## src/rtl/mmf_pkg.sv

```systemverilog
// Shared types and constants of the MIDI message framer.
`default_nettype none

package mmf_pkg;

   // Longest variable-length count, in count bytes.
   localparam int unsigned MAX_LENGTH_BYTES = 4;
   // Width of the decoded count and of the payload byte counter.
   localparam int unsigned LEN_W            = 28;
   // Width of the count byte counter.
   localparam int unsigned LCNT_W           = 3;

   // What a byte would open if it were taken as a status byte.
   typedef enum logic [1:0] {
      KIND_TWO_DATA,
      KIND_ONE_DATA,
      KIND_SYSTEM
   } kind_type;

   typedef enum logic [2:0] {
      ROLE_STATUS,
      ROLE_CHAN_DATA,
      ROLE_TYPE,
      ROLE_LENGTH,
      ROLE_PAYLOAD
   } role_type;

   typedef enum logic [1:0] {
      ERR_OK,
      ERR_NO_STATUS,
      ERR_BAD_LENGTH,
      ERR_TRUNCATED
   } err_type;

   // Classified input word, passed from the front end to the back end.
   typedef struct packed {
      logic [7:0] stream_byte;
      logic       buffer_end;
      logic       is_status;
      kind_type   kind;
   } req_word_type;

   // Result word, as it waits for the consumer.
   typedef struct packed {
      logic [7:0]       echo_byte;
      logic [7:0]       message_status;
      role_type         byte_role;
      logic             first_of_message;
      logic             last_of_message;
      logic [LEN_W-1:0] payload_length;
      err_type          error_code;
   } rsp_word_type;

endpackage

`default_nettype wire

```

## src/rtl/mmf_front.sv

```systemverilog
// Front end: input register stage that classifies each incoming byte.
`default_nettype none

module mmf_front import mmf_pkg::*; (
   input  wire logic         clock,
   input  wire logic         reset,
   input  wire logic         push,
   output logic              full,
   input  wire logic [7:0]   stream_byte,
   input  wire logic         buffer_end,
   output logic              word_valid,
   output req_word_type      word,
   input  wire logic         queue_full
);

   logic         valid_ff;
   logic         valid_in;
   req_word_type word_ff;
   req_word_type word_in;
   logic         accept;
   logic         handoff;

   // The stage can take a byte when it is empty or its word moves on this cycle.
   assign handoff = valid_ff && !queue_full;
   assign full    = valid_ff && queue_full;
   assign accept  = push && !full;

   always_comb begin
      word_in.stream_byte = stream_byte;
      word_in.buffer_end  = buffer_end;
      word_in.is_status   = stream_byte[7];
      case (stream_byte[7:4])
         4'hC, 4'hD: word_in.kind = KIND_ONE_DATA;
         4'hF:       word_in.kind = KIND_SYSTEM;
         default:    word_in.kind = KIND_TWO_DATA;
      endcase
   end

   always_comb begin
      valid_in = valid_ff;
      if (accept) begin
         valid_in = 1'b1;
      end else if (handoff) begin
         valid_in = 1'b0;
      end
   end

   always_ff @(posedge clock) begin
      if (reset) begin
         valid_ff <= 1'b0;
      end else begin
         valid_ff <= valid_in;
      end
   end

   always_ff @(posedge clock) begin
      if (accept) begin
         word_ff <= word_in;
      end
   end

   assign word_valid = valid_ff;
   assign word       = word_ff;

endmodule

`default_nettype wire

```

## src/rtl/mmf_queue.sv

```systemverilog
// Two-entry queue of classified words between the front end and the back end.
`default_nettype none

module mmf_queue import mmf_pkg::*; (
   input  wire logic         clock,
   input  wire logic         reset,
   input  wire logic         push,
   input  wire req_word_type push_word,
   output logic              full,
   input  wire logic         pop,
   output logic              valid,
   output req_word_type      head
);

   req_word_type slot_ff [2];
   logic         wr_ptr_ff;
   logic         wr_ptr_in;
   logic         rd_ptr_ff;
   logic         rd_ptr_in;
   logic [1:0]   count_ff;
   logic [1:0]   count_in;
   logic         do_push;
   logic         do_pop;

   assign full    = (count_ff == 2'd2);
   assign valid   = (count_ff != 2'd0);
   assign do_push = push && !full;
   assign do_pop  = pop && valid;
   assign head    = slot_ff[rd_ptr_ff];

   always_comb begin
      wr_ptr_in = do_push ? !wr_ptr_ff : wr_ptr_ff;
      rd_ptr_in = do_pop  ? !rd_ptr_ff : rd_ptr_ff;
      count_in  = count_ff;
      if (do_push && !do_pop) begin
         count_in = count_ff + 2'd1;
      end else if (do_pop && !do_push) begin
         count_in = count_ff - 2'd1;
      end
   end

   always_ff @(posedge clock) begin
      if (reset) begin
         wr_ptr_ff <= 1'b0;
         rd_ptr_ff <= 1'b0;
         count_ff  <= 2'd0;
      end else begin
         wr_ptr_ff <= wr_ptr_in;
         rd_ptr_ff <= rd_ptr_in;
         count_ff  <= count_in;
      end
   end

   always_ff @(posedge clock) begin
      if (do_push) begin
         slot_ff[wr_ptr_ff] <= push_word;
      end
   end

endmodule

`default_nettype wire

```

## src/rtl/mmf_back.sv

```systemverilog
// Back end: framing state machine and the two-entry result buffer.
`default_nettype none

module mmf_back import mmf_pkg::*; (
   input  wire logic         clock,
   input  wire logic         reset,
   input  wire logic         running_status_enable,
   input  wire logic         word_valid,
   input  wire req_word_type word,
   output logic              word_pop,
   input  wire logic         rsp_pop,
   output logic              rsp_empty,
   output rsp_word_type      rsp_word
);

   typedef enum logic [2:0] {
      PH_IDLE,
      PH_CHAN,
      PH_TYPE,
      PH_LEN,
      PH_PAY
   } phase_type;

   phase_type         phase_ff;
   phase_type         phase_in;
   phase_type         body_phase;
   logic [7:0]        rs_ff;
   logic [7:0]        rs_in;
   kind_type          rs_kind_ff;
   kind_type          rs_kind_in;
   logic [7:0]        cur_ff;
   logic [7:0]        cur_in;
   logic [LEN_W-1:0]  rem_ff;
   logic [LEN_W-1:0]  rem_in;
   logic [LEN_W-1:0]  acc_ff;
   logic [LEN_W-1:0]  acc_in;
   logic [LCNT_W-1:0] cnt_ff;
   logic [LCNT_W-1:0] cnt_in;
   logic              do_open;
   logic              do_body;
   kind_type          open_kind;
   rsp_word_type      res;

   rsp_word_type      slot_ff [2];
   logic              wr_ptr_ff;
   logic              rd_ptr_ff;
   logic [1:0]        count_ff;
   logic [1:0]        count_in;
   logic              out_full;
   logic              consume;
   logic              do_pop;

   assign out_full  = (count_ff == 2'd2);
   assign consume   = word_valid && !out_full;
   assign word_pop  = consume;
   assign rsp_empty = (count_ff == 2'd0);
   assign do_pop    = rsp_pop && !rsp_empty;
   assign rsp_word  = slot_ff[rd_ptr_ff];

   always_comb begin
      phase_in   = phase_ff;
      rs_in      = rs_ff;
      rs_kind_in = rs_kind_ff;
      cur_in     = cur_ff;
      rem_in     = rem_ff;
      acc_in     = acc_ff;
      cnt_in     = cnt_ff;
      do_open    = 1'b0;
      do_body    = 1'b0;
      open_kind  = word.kind;
      body_phase = PH_IDLE;

      res.echo_byte        = word.stream_byte;
      res.message_status   = 8'h00;
      res.byte_role        = ROLE_STATUS;
      res.first_of_message = 1'b0;
      res.last_of_message  = 1'b0;
      res.payload_length   = '0;
      res.error_code       = ERR_OK;

      // Between messages: a status byte opens one, a data byte may reuse
      // the running status.
      if (phase_ff == PH_IDLE) begin
         if (word.is_status) begin
            rs_in      = word.stream_byte;
            rs_kind_in = word.kind;
            cur_in     = word.stream_byte;
            do_open    = 1'b1;
         end else if (running_status_enable && rs_ff[7]) begin
            cur_in    = rs_ff;
            open_kind = rs_kind_ff;
            do_open   = 1'b1;
            do_body   = 1'b1;
         end else begin
            res.error_code = ERR_NO_STATUS;
         end
      end else begin
         do_body = 1'b1;
      end

      if (do_open) begin
         res.first_of_message = 1'b1;
         acc_in = '0;
         cnt_in = '0;
         case (open_kind)
            KIND_SYSTEM: begin
               phase_in = PH_TYPE;
               rem_in   = '0;
            end
            KIND_ONE_DATA: begin
               phase_in = PH_CHAN;
               rem_in   = LEN_W'(1);
            end
            default: begin
               phase_in = PH_CHAN;
               rem_in   = LEN_W'(2);
            end
         endcase
      end

      if (do_body) begin
         body_phase = phase_in;
         case (body_phase)
            PH_CHAN: begin
               res.byte_role = ROLE_CHAN_DATA;
               if (rem_in <= LEN_W'(1)) begin
                  res.last_of_message = 1'b1;
                  phase_in = PH_IDLE;
                  rem_in   = '0;
               end else begin
                  rem_in = rem_in - LEN_W'(1);
               end
            end
            PH_TYPE: begin
               res.byte_role = ROLE_TYPE;
               phase_in = PH_LEN;
               acc_in   = '0;
               cnt_in   = '0;
            end
            PH_LEN: begin
               res.byte_role = ROLE_LENGTH;
               acc_in = {acc_in[LEN_W-8:0], word.stream_byte[6:0]};
               cnt_in = cnt_in + LCNT_W'(1);
               if (word.stream_byte[7]) begin
                  if (cnt_in >= LCNT_W'(MAX_LENGTH_BYTES)) begin
                     res.error_code = ERR_BAD_LENGTH;
                     phase_in = PH_IDLE;
                     rem_in   = '0;
                  end
               end else begin
                  res.payload_length = acc_in;
                  if (acc_in == '0) begin
                     res.last_of_message = 1'b1;
                     phase_in = PH_IDLE;
                     rem_in   = '0;
                  end else begin
                     phase_in = PH_PAY;
                     rem_in   = acc_in;
                  end
               end
            end
            PH_PAY: begin
               res.byte_role      = ROLE_PAYLOAD;
               res.payload_length = acc_in;
               if (rem_in <= LEN_W'(1)) begin
                  res.last_of_message = 1'b1;
                  phase_in = PH_IDLE;
                  rem_in   = '0;
               end else begin
                  rem_in = rem_in - LEN_W'(1);
               end
            end
            default: begin
               phase_in = PH_IDLE;
               rem_in   = '0;
            end
         endcase
      end

      if (res.error_code != ERR_NO_STATUS) begin
         res.message_status = cur_in;
      end

      // A buffer that ends inside a message cuts it short.
      if (res.error_code == ERR_OK && word.buffer_end && !res.last_of_message) begin
         res.error_code = ERR_TRUNCATED;
         phase_in = PH_IDLE;
         rem_in   = '0;
      end
   end

   always_comb begin
      count_in = count_ff;
      if (consume && !do_pop) begin
         count_in = count_ff + 2'd1;
      end else if (do_pop && !consume) begin
         count_in = count_ff - 2'd1;
      end
   end

   always_ff @(posedge clock) begin
      if (reset) begin
         phase_ff   <= PH_IDLE;
         rs_ff      <= 8'h00;
         rs_kind_ff <= KIND_TWO_DATA;
         cur_ff     <= 8'h00;
         rem_ff     <= '0;
         acc_ff     <= '0;
         cnt_ff     <= '0;
         wr_ptr_ff  <= 1'b0;
         rd_ptr_ff  <= 1'b0;
         count_ff   <= 2'd0;
      end else begin
         if (consume) begin
            phase_ff   <= phase_in;
            rs_ff      <= rs_in;
            rs_kind_ff <= rs_kind_in;
            cur_ff     <= cur_in;
            rem_ff     <= rem_in;
            acc_ff     <= acc_in;
            cnt_ff     <= cnt_in;
            wr_ptr_ff  <= !wr_ptr_ff;
         end
         if (do_pop) begin
            rd_ptr_ff <= !rd_ptr_ff;
         end
         count_ff <= count_in;
      end
   end

   always_ff @(posedge clock) begin
      if (consume) begin
         slot_ff[wr_ptr_ff] <= res;
      end
   end

`ifndef NO_ASSERTIONS
   // A word that closes a message or fails leaves the framer between messages.
   a_idle_after_close: assert property (@(posedge clock) disable iff (reset)
      consume && (res.last_of_message || res.error_code != ERR_OK)
      |=> phase_ff == PH_IDLE)
      else $error("framer not idle after a closing or failing word");

   // Only a word taken between messages can open a message.
   a_first_from_idle: assert property (@(posedge clock) disable iff (reset)
      consume && res.first_of_message |-> phase_ff == PH_IDLE)
      else $error("message opened while another was in progress");

   // A payload byte is only framed while bytes of the payload remain.
   a_payload_count: assert property (@(posedge clock) disable iff (reset)
      consume && phase_ff == PH_PAY |-> rem_ff != '0 && acc_ff != '0)
      else $error("payload byte framed with no payload left");

   // The result buffer never holds more than two words.
   a_count_bound: assert property (@(posedge clock) disable iff (reset)
      count_ff != 2'd3)
      else $error("result buffer count out of range");
`endif

endmodule

`default_nettype wire

```

## src/rtl/midi_message_framer.sv

```systemverilog
// Top level of the MIDI message framer: front end, word queue and back end.
//
//  channel   direction  handshake                     words
//  req_      in         push / full                   one stream byte and its end-of-buffer flag
//  rsp_      out        empty / pop                   one framed byte with role, status and flags
//  csr_      in         valid / ready                 running status enable, one bit
//
// The framing state machine takes a waiting byte whenever the result buffer has room, and a
// byte can be accepted on every clock while req_full is low; an accepted byte passes through
// the input register, the word queue and the result buffer before it can be popped.
// Reset is synchronous and active high; it empties every stage, leaves the framer between
// messages with no running status, and clears the enable.
// The input side stalls (full high) only when the front register and the two-entry word queue
// are all occupied, which happens only once the consumer has held off pop.
// The configuration port is always ready; it should be written only while the block is idle.
`default_nettype none

module midi_message_framer import mmf_pkg::*; (
   input  wire logic              clock,
   input  wire logic              reset,

   input  wire logic              req_push,
   output logic                   req_full,
   input  wire logic [7:0]        req_stream_byte,
   input  wire logic              req_buffer_end,

   output logic                   rsp_empty,
   input  wire logic              rsp_pop,
   output logic [7:0]             rsp_echo_byte,
   output logic [7:0]             rsp_message_status,
   output logic [2:0]             rsp_byte_role,
   output logic                   rsp_first_of_message,
   output logic                   rsp_last_of_message,
   output logic [LEN_W-1:0]       rsp_payload_length,
   output logic [1:0]             rsp_error_code,

   input  wire logic              csr_valid,
   output logic                   csr_ready,
   input  wire logic              csr_running_status_enable
);

   // Configuration register: running status enable.
   logic         rs_enable_ff;

   // Front end to word queue.
   logic         front_valid;
   req_word_type front_word;
   logic         queue_full;

   // Word queue to back end.
   logic         queue_valid;
   req_word_type queue_head;
   logic         queue_pop;

   rsp_word_type rsp_word;

   assign csr_ready = 1'b1;

   always_ff @(posedge clock) begin
      if (reset) begin
         rs_enable_ff <= 1'b0;
      end else if (csr_valid && csr_ready) begin
         rs_enable_ff <= csr_running_status_enable;
      end
   end

   // The front end registers each byte and works out what it would open as a status byte.
   mmf_front u_front (
      .clock       (clock),
      .reset       (reset),
      .push        (req_push),
      .full        (req_full),
      .stream_byte (req_stream_byte),
      .buffer_end  (req_buffer_end),
      .word_valid  (front_valid),
      .word        (front_word),
      .queue_full  (queue_full)
   );

   // A short queue lets the front end keep taking bytes while the back end waits.
   mmf_queue u_queue (
      .clock     (clock),
      .reset     (reset),
      .push      (front_valid),
      .push_word (front_word),
      .full      (queue_full),
      .pop       (queue_pop),
      .valid     (queue_valid),
      .head      (queue_head)
   );

   // The back end runs the framing state machine and buffers the results.
   mmf_back u_back (
      .clock                 (clock),
      .reset                 (reset),
      .running_status_enable (rs_enable_ff),
      .word_valid            (queue_valid),
      .word                  (queue_head),
      .word_pop              (queue_pop),
      .rsp_pop               (rsp_pop),
      .rsp_empty             (rsp_empty),
      .rsp_word              (rsp_word)
   );

   assign rsp_echo_byte        = rsp_word.echo_byte;
   assign rsp_message_status   = rsp_word.message_status;
   assign rsp_byte_role        = rsp_word.byte_role;
   assign rsp_first_of_message = rsp_word.first_of_message;
   assign rsp_last_of_message  = rsp_word.last_of_message;
   assign rsp_payload_length   = rsp_word.payload_length;
   assign rsp_error_code       = rsp_word.error_code;

endmodule

`default_nettype wire
```

## config.mk

```make
export PLATFORM = sky130hd
export DESIGN_NAME = midi_message_framer
export DESIGN_NICKNAME = d
export VERILOG_FILES = /design/src/rtl/mmf_pkg.sv /design/src/rtl/mmf_front.sv /design/src/rtl/mmf_queue.sv /design/src/rtl/mmf_back.sv /design/src/rtl/midi_message_framer.sv
export SDC_FILE = /design/constraint.sdc
export NUM_CORES = 1
export LEC_CHECK = 0
export BUFFER_PORTS_ARGS = -buffer_cell sky130_fd_sc_hd__clkbuf_2
export CORE_AREA = 5 5 190 192
export DETAILED_ROUTE_END_ITERATION = 10
export DIE_AREA = 0 0 195 197
export GPL_TIMING_DRIVEN = 1
export PLACE_DENSITY_LB_ADDON = 0.05
export SYNTH_ARGS = -nofsm -noshare
export SYNTH_HDL_FRONTEND = slang
export SYNTH_SLANG_ARGS = --single-unit
```

## constraint.sdc

```tcl
create_clock -name clock -period 4.3 [get_ports clock]
set_input_delay 0.645 -clock clock [delete_from_list [all_inputs] [get_ports clock]]
set_output_delay 0.645 -clock clock [all_outputs]
set_load 0.005 [all_outputs]
```

### Word-level counts from Yosys, hierarchy flattened

Memory sizes are Yosys's and may differ from the RTL's. A register that Yosys moved wholly into a read port is not among the register bits.
Cells that the tools add are included.

* flip-flop bits (word level): 102
* memory bits (writable): 126
* input port bits: 15
* output and inout port bits: 54
* logic and storage cells: 145
* memories: 2

* add/sub/neg operators: 6
* magnitude comparators: 2
* eq/ne operators: 12
* multiplexer cells: 67
* reduce and logical (&&, ||, !) cells: 37

Memory list
* u_back.slot_ff: depth 2, bits a word 51, rd ports 1, clocked after memory_dff 1, wr ports 1, line mmf_back.sv:44 `rsp_word_type slot_ff [2];`
* u_queue.slot_ff: depth 2, bits a word 12, rd ports 1, clocked after memory_dff 1, wr ports 1, line mmf_queue.sv:15 `req_word_type slot_ff [2];`

Operators by type and width (count)
* $mux W28: 9
* $pmux W28 S2: 2
* $pmux W28 S3: 1
* $mux W8: 4
* $mux W31: 1
* $mux W3: 10
* $mux W29: 1
* $le A28 B1 Y1 const B: 1
* $logic_not A28 Y1: 1
* $mux W2: 14
* $sub A28 B1 Y28 const B: 1
* $mux W1: 19
* $logic_and A1 B1 Y1: 13
* $logic_not A1 Y1: 13
* $eq A4 B4 Y1 const B: 3
* $pmux W3 S4: 1
* $pmux W3 S3: 1
* $pmux W2 S2: 2
* $reduce_bool A2 Y1: 4
* $eq A2 B2 Y1 const B: 3
* $eq A3 B2 Y1 const B: 2
* $pmux W3 S2: 1
* $add A2 B1 Y2 const B: 2
* $logic_not A2 Y1: 2
* other kinds (11): 13

### Logic depth before layout (Yosys ltp)

Gate-level depths: netlist (run 1).

* word-level depth: 15
* depth in mapped cells: 18

### Hierarchy

A second synthesis (run 1) with hierarchy kept.

* cells, all modules: 954
* area, all modules: 10550.1 sq um

By module, submodules not included
* mmf_back: times used 1, cells an instance 866, area an instance 9024.9 sq um, sequential area each 4764.6 sq um
* mmf_queue: times used 1, cells an instance 62, area an instance 1081.0 sq um, sequential area each 820.8 sq um
* mmf_front: times used 1, cells an instance 21, area an instance 399.1 sq um, sequential area each 350.3 sq um
* midi_message_framer: times used 1, cells an instance 5, area an instance 45.0 sq um, sequential area each 20.0 sq um

### Worst setup path before layout (run 1)

OpenSTA, ideal clock, no wires.

* path type: reg-to-reg
* start: register rs_enable_ff
* end: register u_back.rem_ff[2]
* library setup time: 0.059 ns
* data arrival time: 3.650 ns
* required time: 4.241 ns
* slack: 0.592 ns
* stages on the path, launching flop included: 18
* buffers on the path: 2
* path through: dfxtp_1 and2_1 buf_1 nand2_1 nor2_1 mux2i_1 inv_1 ha_1 mux2i_1 ha_1 nor2_1 nor4_1 a32oi_1 or2_4 a311oi_4 a31o_4 buf_6 a22o_1

* longest elaborated chain between the ends: 15
* elaborated cells between the ends (all ways): 49

Ends and longest elaborated chain
* start, declared: line midi_message_framer.sv:43 `logic rs_enable_ff;`
* start signal, assigned: line midi_message_framer.sv:63 `rs_enable_ff <= csr_running_status_enable;`
* $logic_and A1 B1 Y1 (*): line mmf_back.sv:89 `end else if (running_status_enable && rs_ff[7]) begin`
* branches (longest 13 deep; another with $le A28 B1 Y1)
* $mux W28 (*): line mmf_back.sv:185 `if (res.error_code == ERR_OK && word.buffer_end && !res.last_of_message) begin`
* end signal, assigned: line mmf_back.sv:219 `rem_ff <= rem_in;`
* end, declared: line mmf_back.sv:33 `logic [LEN_W-1:0] rem_ff;`

Mark *: on every way between the ends.
A chain may end at the register's enable or synchronous reset.

==> metrics.txt, run 1 <==
status=complete, no violations; number of global-route vias before repair=7600; DRC viols=0; Synth Flop Type=edfxtp_1; Die X=just under 200 um; Hold-fix buffers, CTS=0; Max IR drop VDD=roughly 0.29 mV; deepest clock path buffer count=3; CTS sink cnt=227; DRT iter0 DRCs=roughly 420; Fin. Hold Viols=0; number of H-tree levels=1; GRT Util Overall=0.157; drt pass-1 iters=5; YS warnings=0; leak pwr=approximately 4.4 nW; I/O pins=69; Setup Skew=0.0108 ns; antenna violation net count after detailed routing=0; Mapped Area=~10000 sq um; async set-reset flop share out of synthesis=0; final design utilization=0.353; Die Ht=197 um; Root Buffer=clkbuf_16; Max Cap Violations=0; die footprint=a little under 40000 sq um; vias post-DR=between 7000 and 8000; P&R area growth vs syn=19.0%; crit path kind=reg2reg; WP data required=between 4 and 5 ns; EDFF count, synth=135; Cell Chain, Critical Path=mux2i_4, nand2_1, nor2_1, mux2i_1, inv_1, ha_1, mux2i_1, ha_1, buf_4, or2_2, a211oi_1, o21ai_0, nor2_1, buf_4, buf_4, a32o_1, a31oi_1, o21ai_1; share of cells above drive strength 1=0.229; fin. max-slew vios=0; average routed wire per standard cell=roughly 21 um; Antenna Cells=0; CP max stage delay=0.38 ns; RSZ-0062 raised after global routing=no; Power Total=slightly below 9 mW; commonest non-fill, non-tap cell in the layout=edfxtp_1; core box area=around 34000 sq um; Synth Register Bits=~230; Crit path buffers/inverters=4; Initial Utilization=0.297; IO buf count=67; Clock Latency Late Sink=roughly 0.54 ns; Min-Delay Path Class=in2reg; fmax=0.253 GHz; largest fanout on the critical path=15; DP Wirelength=20900 um; DR WL met2=~15000 um; global-route wire length before repair=roughly 47000 um; initial antenna violation count=0; most frequent cells in the layout=135 x edfxtp_1, 95 x nor2_1, 91 x dfxtp_1, 75 x nand2_1, 67 x clkbuf_2; Post-Syn Area per Cell=about 11 sq um; met1 wire length=around 14000 um; Yosys cell types=66; final setup fails=0; Critical Path AT=4.42 ns; Worst-Margin Slew=1.10 ns; largest net degree at the start of global routing=37; Startpoint Class=flip-flop; routability congestion estimate=0.840; WL met3=1360 um; total negative slack=0 ns; CTS tree=yes; Remaining Overflow, GRT=0; Power Dens Cells=just over 700 nW/um^2; synthesized net count=just over 900; vias per cell=5.06; crit path time final=slightly below 4 ns; Slew headroom=0.263; Final Net Count=around 1000; top routing layer in use=met4; slowest stage cell, crit path=dfxtp_1; CTS Buf Count=28; Cells after Synth=roughly 910; Most Frequent Cell on Critical Path=buf_4; kind of capture point of the worst setup path=flip-flop; clk slew on worst S/H paths=approximately 0.060 ns; share of the yosys chip area belonging to registers=0.581; crit share post-route=0.919; delay-heaviest family, CP=simple AND/OR/NAND/NOR gates; # Post-CTS Setup Buffers=0; Std-Cell Rows=68; final WL=between 30000 and 40000 um
==> kinds of logic after synthesis <==
| family | synth area share |
|---|---|
| simple gates | 0.124 |
| compound gates | 0.164 |
| flops | 0.581 |
| buf+inv | 0.0319 |
| mux | 0.0768 |
| xor+xnor | 0.0138 |
| fa+ha+maj | 0.00863 |
| other cells | 0.000370 |
==> power breakdown <==
part / internal, mW / leakage (nW) / total, mW / switching (mW)
clock network: 1.38 / 0.435 / 2.30 / 0.917
registers: 2.87 / 2.02 / 3.03 / 0.164
logic: 1.29 / 1.95 / 3.32 / 2.03
==> cell usage after synthesis, drive strengths merged (22+ instances only) <==
cell | number | area share
nor2 | 98 | 0.036
a21oi | 40 | 0.020
inv | 22 | 0.0081
dfxtp | 92 | 0.18
nor3 | 30 | 0.015
o21ai | 47 | 0.024
a22oi | 36 | 0.027
clkbuf | 44 | 0.016
edfxtp | 135 | 0.40
a22o | 31 | 0.027
nand2 | 75 | 0.028
mux2 | 53 | 0.059
==> sequential cells by signal, summed over array words and instances, names as in the netlist, named ones only <==
signal and count:
rs_enable_ff 1, u_back.acc_ff 28, u_back.cnt_ff 3, u_back.count_ff 2, u_back.cur_ff 8, u_back.phase_ff 3
u_back.rd_ptr_ff 1, u_back.rem_ff 28, u_back.rs_ff 8, u_back.rs_kind_ff 2, u_back.slot_ff 102, u_back.wr_ptr_ff 1
u_front.word 11, u_front.word_valid 1, u_queue.count_ff 2, u_queue.rd_ptr_ff 1, u_queue.slot_ff 22, u_queue.wr_ptr_ff 1
==> path summary, 6_finish.rpt <==
| path | depth (start not counted) | end | slack (ns) | startpoint |
|---|---|---|---|---|
| worst max-delay path | 18 | u_back.rem_ff[18]$_SDFFE_PP0P_ | 0.35 | flip-flop |
| worst min-delay path | 1 | u_front.word[7]$_DFFE_PP_ | 0.28 | req_stream_byte[3] |
| worst max register to register | 18 | u_back.rem_ff[18]$_SDFFE_PP0P_ | 0.35 | flip-flop |
| worst min register to register | 0 | u_queue.slot_ff[0][6]$_DFFE_PP_ | 0.44 | u_front.word[6]$_DFFE_PP_ |
==> through the flow <==
stage          cells  setup WS, ns  area, sq um  hold slack (ns)
3_3_place_gp    1410         0.384        11200            0.428
3_5_place_dp    1410         0.337        11200            0.430
4_1_cts         1461         0.302        12100            0.250
5_1_grt         1461        0.0218        12100            0.258
6_report        1461         0.348        12100            0.280
2_1_floorplan    906         0.592        10100            0.421
==> what timing repair did <==
item / 4_1_cts / 5_1_grt
gates resized for setup: 0 / 1
endpoints found under the hold margin: 0 / 0
endpoints found under the setup margin: 0 / 1
==> routing by layer <==
| metal | global-route usage | vias up |
|---|---|---|
| met5 | 0 | - |
| met4 | 0.0473 | 0 |
| met3 | 0.0234 | 46 |
| met2 | 0.270 | 171 |
| met1 | 0.206 | 3600 |
| li1 | - | 3569 |
==> final cells by class <==
cell class / instances / area (sq um)
fillers: 3502 / 22100
multi-input cells: 599 / 3960
clock inverters: 11 / 118
repair buffers: 107 / 661
inverters: 22 / 82.6
flip-flops and latches: 227 / 5900
clock buffers: 40 / 786
well taps: 455 / 569
Power figures use the tool's default switching activity.
==> run 2: changes to the inputs <==
--- a/config.mk
+++ b/config.mk
@@ -5,7 +5,7 @@
 export SDC_FILE = /design/constraint.sdc
 export NUM_CORES = 1
 export LEC_CHECK = 0
-export BUFFER_PORTS_ARGS = -buffer_cell sky130_fd_sc_hd__clkbuf_2
+export BUFFER_PORTS_ARGS = -buffer_cell sky130_fd_sc_hd__buf_2
 export CORE_AREA = 5 5 190 192
 export DETAILED_ROUTE_END_ITERATION = 10
 export DIE_AREA = 0 0 195 197
==> run 2 against run 1 <==
  * Critical path depth is 2 lower
  * Clock skew increased by 0.0022 ns
  * Final area shrank 0.60%
  * Power is 0.71% lower
  * Die area is the same
  * Flip-flop and latch count stayed put
  * Non-clock buffer count down 3
  * Critical path type unchanged
  * Largest cell class unchanged
  * Largest power group unchanged
==> metrics.txt, run 2 (synthesis gave the netlist of run 1 again) <==
Comb pwr share=0.388 (was 0.384); RSZ-0062 raised after global routing=no (unchanged); Switch Pwr=3.10 mW (was 3.11 mW); fin. max-slew vios=0 (unchanged); Startpoint Class=flip-flop (unchanged); vias post-DR=7353 (was 7386); Placed Instances=1405 (was 1410); average routed wire per standard cell=21.0 um (about the same); final setup fails=0 (unchanged); DRC viols=0 (unchanged); largest net degree at the start of global routing=39 (was 37); number of global-route vias before repair=7385 (was 7600); global-route wire length before repair=47100 um (about the same); Power Dens Cells=716 nW/um^2 (was 717 nW/um^2); max reg flops=102 (unchanged); P&R area growth vs syn=18.3% (was 19.0%); Filler cells=3514 (was 3502); WP data required=4.78 ns (was 4.77 ns); Antenna Cells=0 (unchanged); I/O pins=69 (unchanged); Remaining Overflow, GRT=0 (unchanged); kind of capture point of the worst setup path=flip-flop (unchanged); crit path kind=reg2reg (unchanged); largest fanout on the critical path=7 (was 15); status=complete, no violations (unchanged); Die Ht=197 um (unchanged); most frequent cells in the layout=135 x edfxtp_1, 95 x nor2_1, 91 x dfxtp_1, 74 x nand2_1, 67 x buf_2 (was 135 x edfxtp_1, 95 x nor2_1, 91 x dfxtp_1, 75 x nand2_1, 67 x clkbuf_2); Die X=195 um (unchanged); final WL=30600 um (about the same); Hold-fix buffers, CTS=0 (unchanged); Fin. Hold Viols=0 (unchanged); Worst-Margin Slew=1.14 ns (was 1.10 ns); Min-Delay Path Class=in2reg (unchanged); vias per cell=5.05 (was 5.06); Reg2Reg Depth=16 (was 18); Critical Path AT=4.41 ns (was 4.42 ns); IO buf count=67 (unchanged); final design utilization=0.351 (was 0.353); drt pass-1 iters=5 (unchanged); Max Cap Violations=0 (unchanged); total area of sequential cells=5900 sq um (unchanged); routability congestion estimate=0.835 (was 0.840); leak pwr=4.35 nW (was 4.40 nW); clock power share=0.259 (was 0.266); reg2reg end=u_back.rem_ff[11]$_SDFFE_PP0P_ (was u_back.rem_ff[18]$_SDFFE_PP0P_); GRT Util Overall=0.156 (was 0.157); antenna violation net count after detailed routing=0 (unchanged); commonest non-fill, non-tap cell in the layout=edfxtp_1 (unchanged); crit share post-route=0.915 (was 0.919); clk slew on worst S/H paths=0.06 ns (about the same); CP endpoint=u_back.rem_ff[11]$_SDFFE_PP0P_ (was u_back.rem_ff[18]$_SDFFE_PP0P_); Clock Latency Late Sink=0.53 ns (was 0.54 ns); core box area=34200 sq um (unchanged); non-filler cells, final=1456 (was 1461); CTS tree=yes (unchanged); CTS Buf Count=27 (was 28); Max IR drop VDD=0.365 mV (was 0.289 mV); total negative slack=0 ns (unchanged); register-to-register setup slack=0.36 ns (was 0.35 ns); Flop pwr share=0.353 (was 0.350); area occupied by multi-input gates=3960 sq um (about the same); Std-Cell Rows=68 (unchanged); most flop-heavy register=u_back.slot_ff (unchanged); Initial Utilization=0.297 (unchanged); Power Total=8.59 mW (was 8.65 mW); DP Wirelength=20900 um (about the same); Internal=5.49 mW (was 5.54 mW); Final Hold Slack=0.293 ns (was 0.280 ns); share of cells above drive strength 1=0.225 (was 0.229); number of H-tree levels=1 (unchanged); DRT iter0 DRCs=546 (was 423); Top Registers=u_back.slot_ff: 102 flops, u_back.acc_ff: 28 flops, u_back.rem_ff: 28 flops (unchanged); die footprint=38400 sq um (unchanged); Setup Skew=0.0130 ns (was 0.0108 ns); Final Net Count=1003 (was 1007); switching share of power=0.361 (was 0.360); initial antenna violation count=0 (unchanged); fmax=0.254 GHz (was 0.253 GHz); CTS sink cnt=227 (unchanged); Root Buffer=clkbuf_16 (unchanged); crit path time final=3.94 ns (was 3.95 ns); Slew headroom=0.235 (was 0.263); deepest clock path buffer count=3 (unchanged)
==> run 2: layer usage <==
metal  global-route usage  vias to the layer above  wire [um]
li1                     -                     3561          -
met1                0.213                     3582      13900
met2                0.263                      167      14700
met3               0.0207                       43       1150
met4               0.0406                        0        824
met5                    0                        -          0
==> run 2: area by class of cell <==
| class | instances | share of cell area |
|---|---|---|
| clock buffer | 37 | 0.0594 |
| clock inverter | 12 | 0.0115 |
| inverter | 22 | 0.00688 |
| multi-input combinational | 599 | 0.330 |
| sequential | 227 | 0.491 |
| tap | 455 | 0.0474 |
| timing repair buffer | 104 | 0.0532 |
==> run 2: worst min path at each step <==
stage / from / end / cells after the start
5_1_grt: req_stream_byte[2] / u_front.word[6]$_DFFE_PP_ / 1
2_1_floorplan: u_front.word[0]$_DFFE_PP_ / u_queue.slot_ff[0][0]$_DFFE_PP_ / 0
3_3_place_gp: u_front.word[1]$_DFFE_PP_ / u_queue.slot_ff[0][1]$_DFFE_PP_ / 0
4_1_cts: req_stream_byte[2] / u_front.word[6]$_DFFE_PP_ / 1
3_5_place_dp: u_front.word[10]$_DFFE_PP_ / u_queue.slot_ff[0][10]$_DFFE_PP_ / 0
6_report: req_stream_byte[2] / u_front.word[6]$_DFFE_PP_ / 1
==> run 2: power by group through the flow <==
stage	registers [mW]	clock network, mW	logic (mW)
after global routing	3.08	2.40	3.65
after detailed placement	3.08	0	3.36
final	3.03	2.23	3.33
after floorplan	3.04	0	2.13
after global placement	3.08	0	3.39
after CTS	3.04	2.31	3.38
==> run 2: through the flow <==
stage | cell area (sq um) | worst slack (ns)
global placement | 11100 | 0.280
floorplan | 10100 | 0.592
global route | 12000 | 0.00893
finish | 12000 | 0.363
detailed placement | 11100 | 0.229
CTS | 12000 | 0.206
==> run 2: timing repair <==
item | CTS | global route
buffers inserted | 0 | 2
resized for setup | 0 | 2
setup endpoints to repair | 0 | 26
==> run 2: critical path, cell delays in order (launching register included) <==
cell,delay [ns]
dfxtp_1,0.38
mux2i_4,0.28
nand2_1,0.13
nor2_1,0.20
mux2i_1,0.27
inv_1,0.07
ha_1,0.31
mux2i_1,0.24
ha_1,0.22
nor2_1,0.08
nor4_1,0.23
a32oi_1,0.20
or2_4,0.32
a311oi_4,0.24
buf_4,0.21
and2_1,0.34
a22o_1,0.18
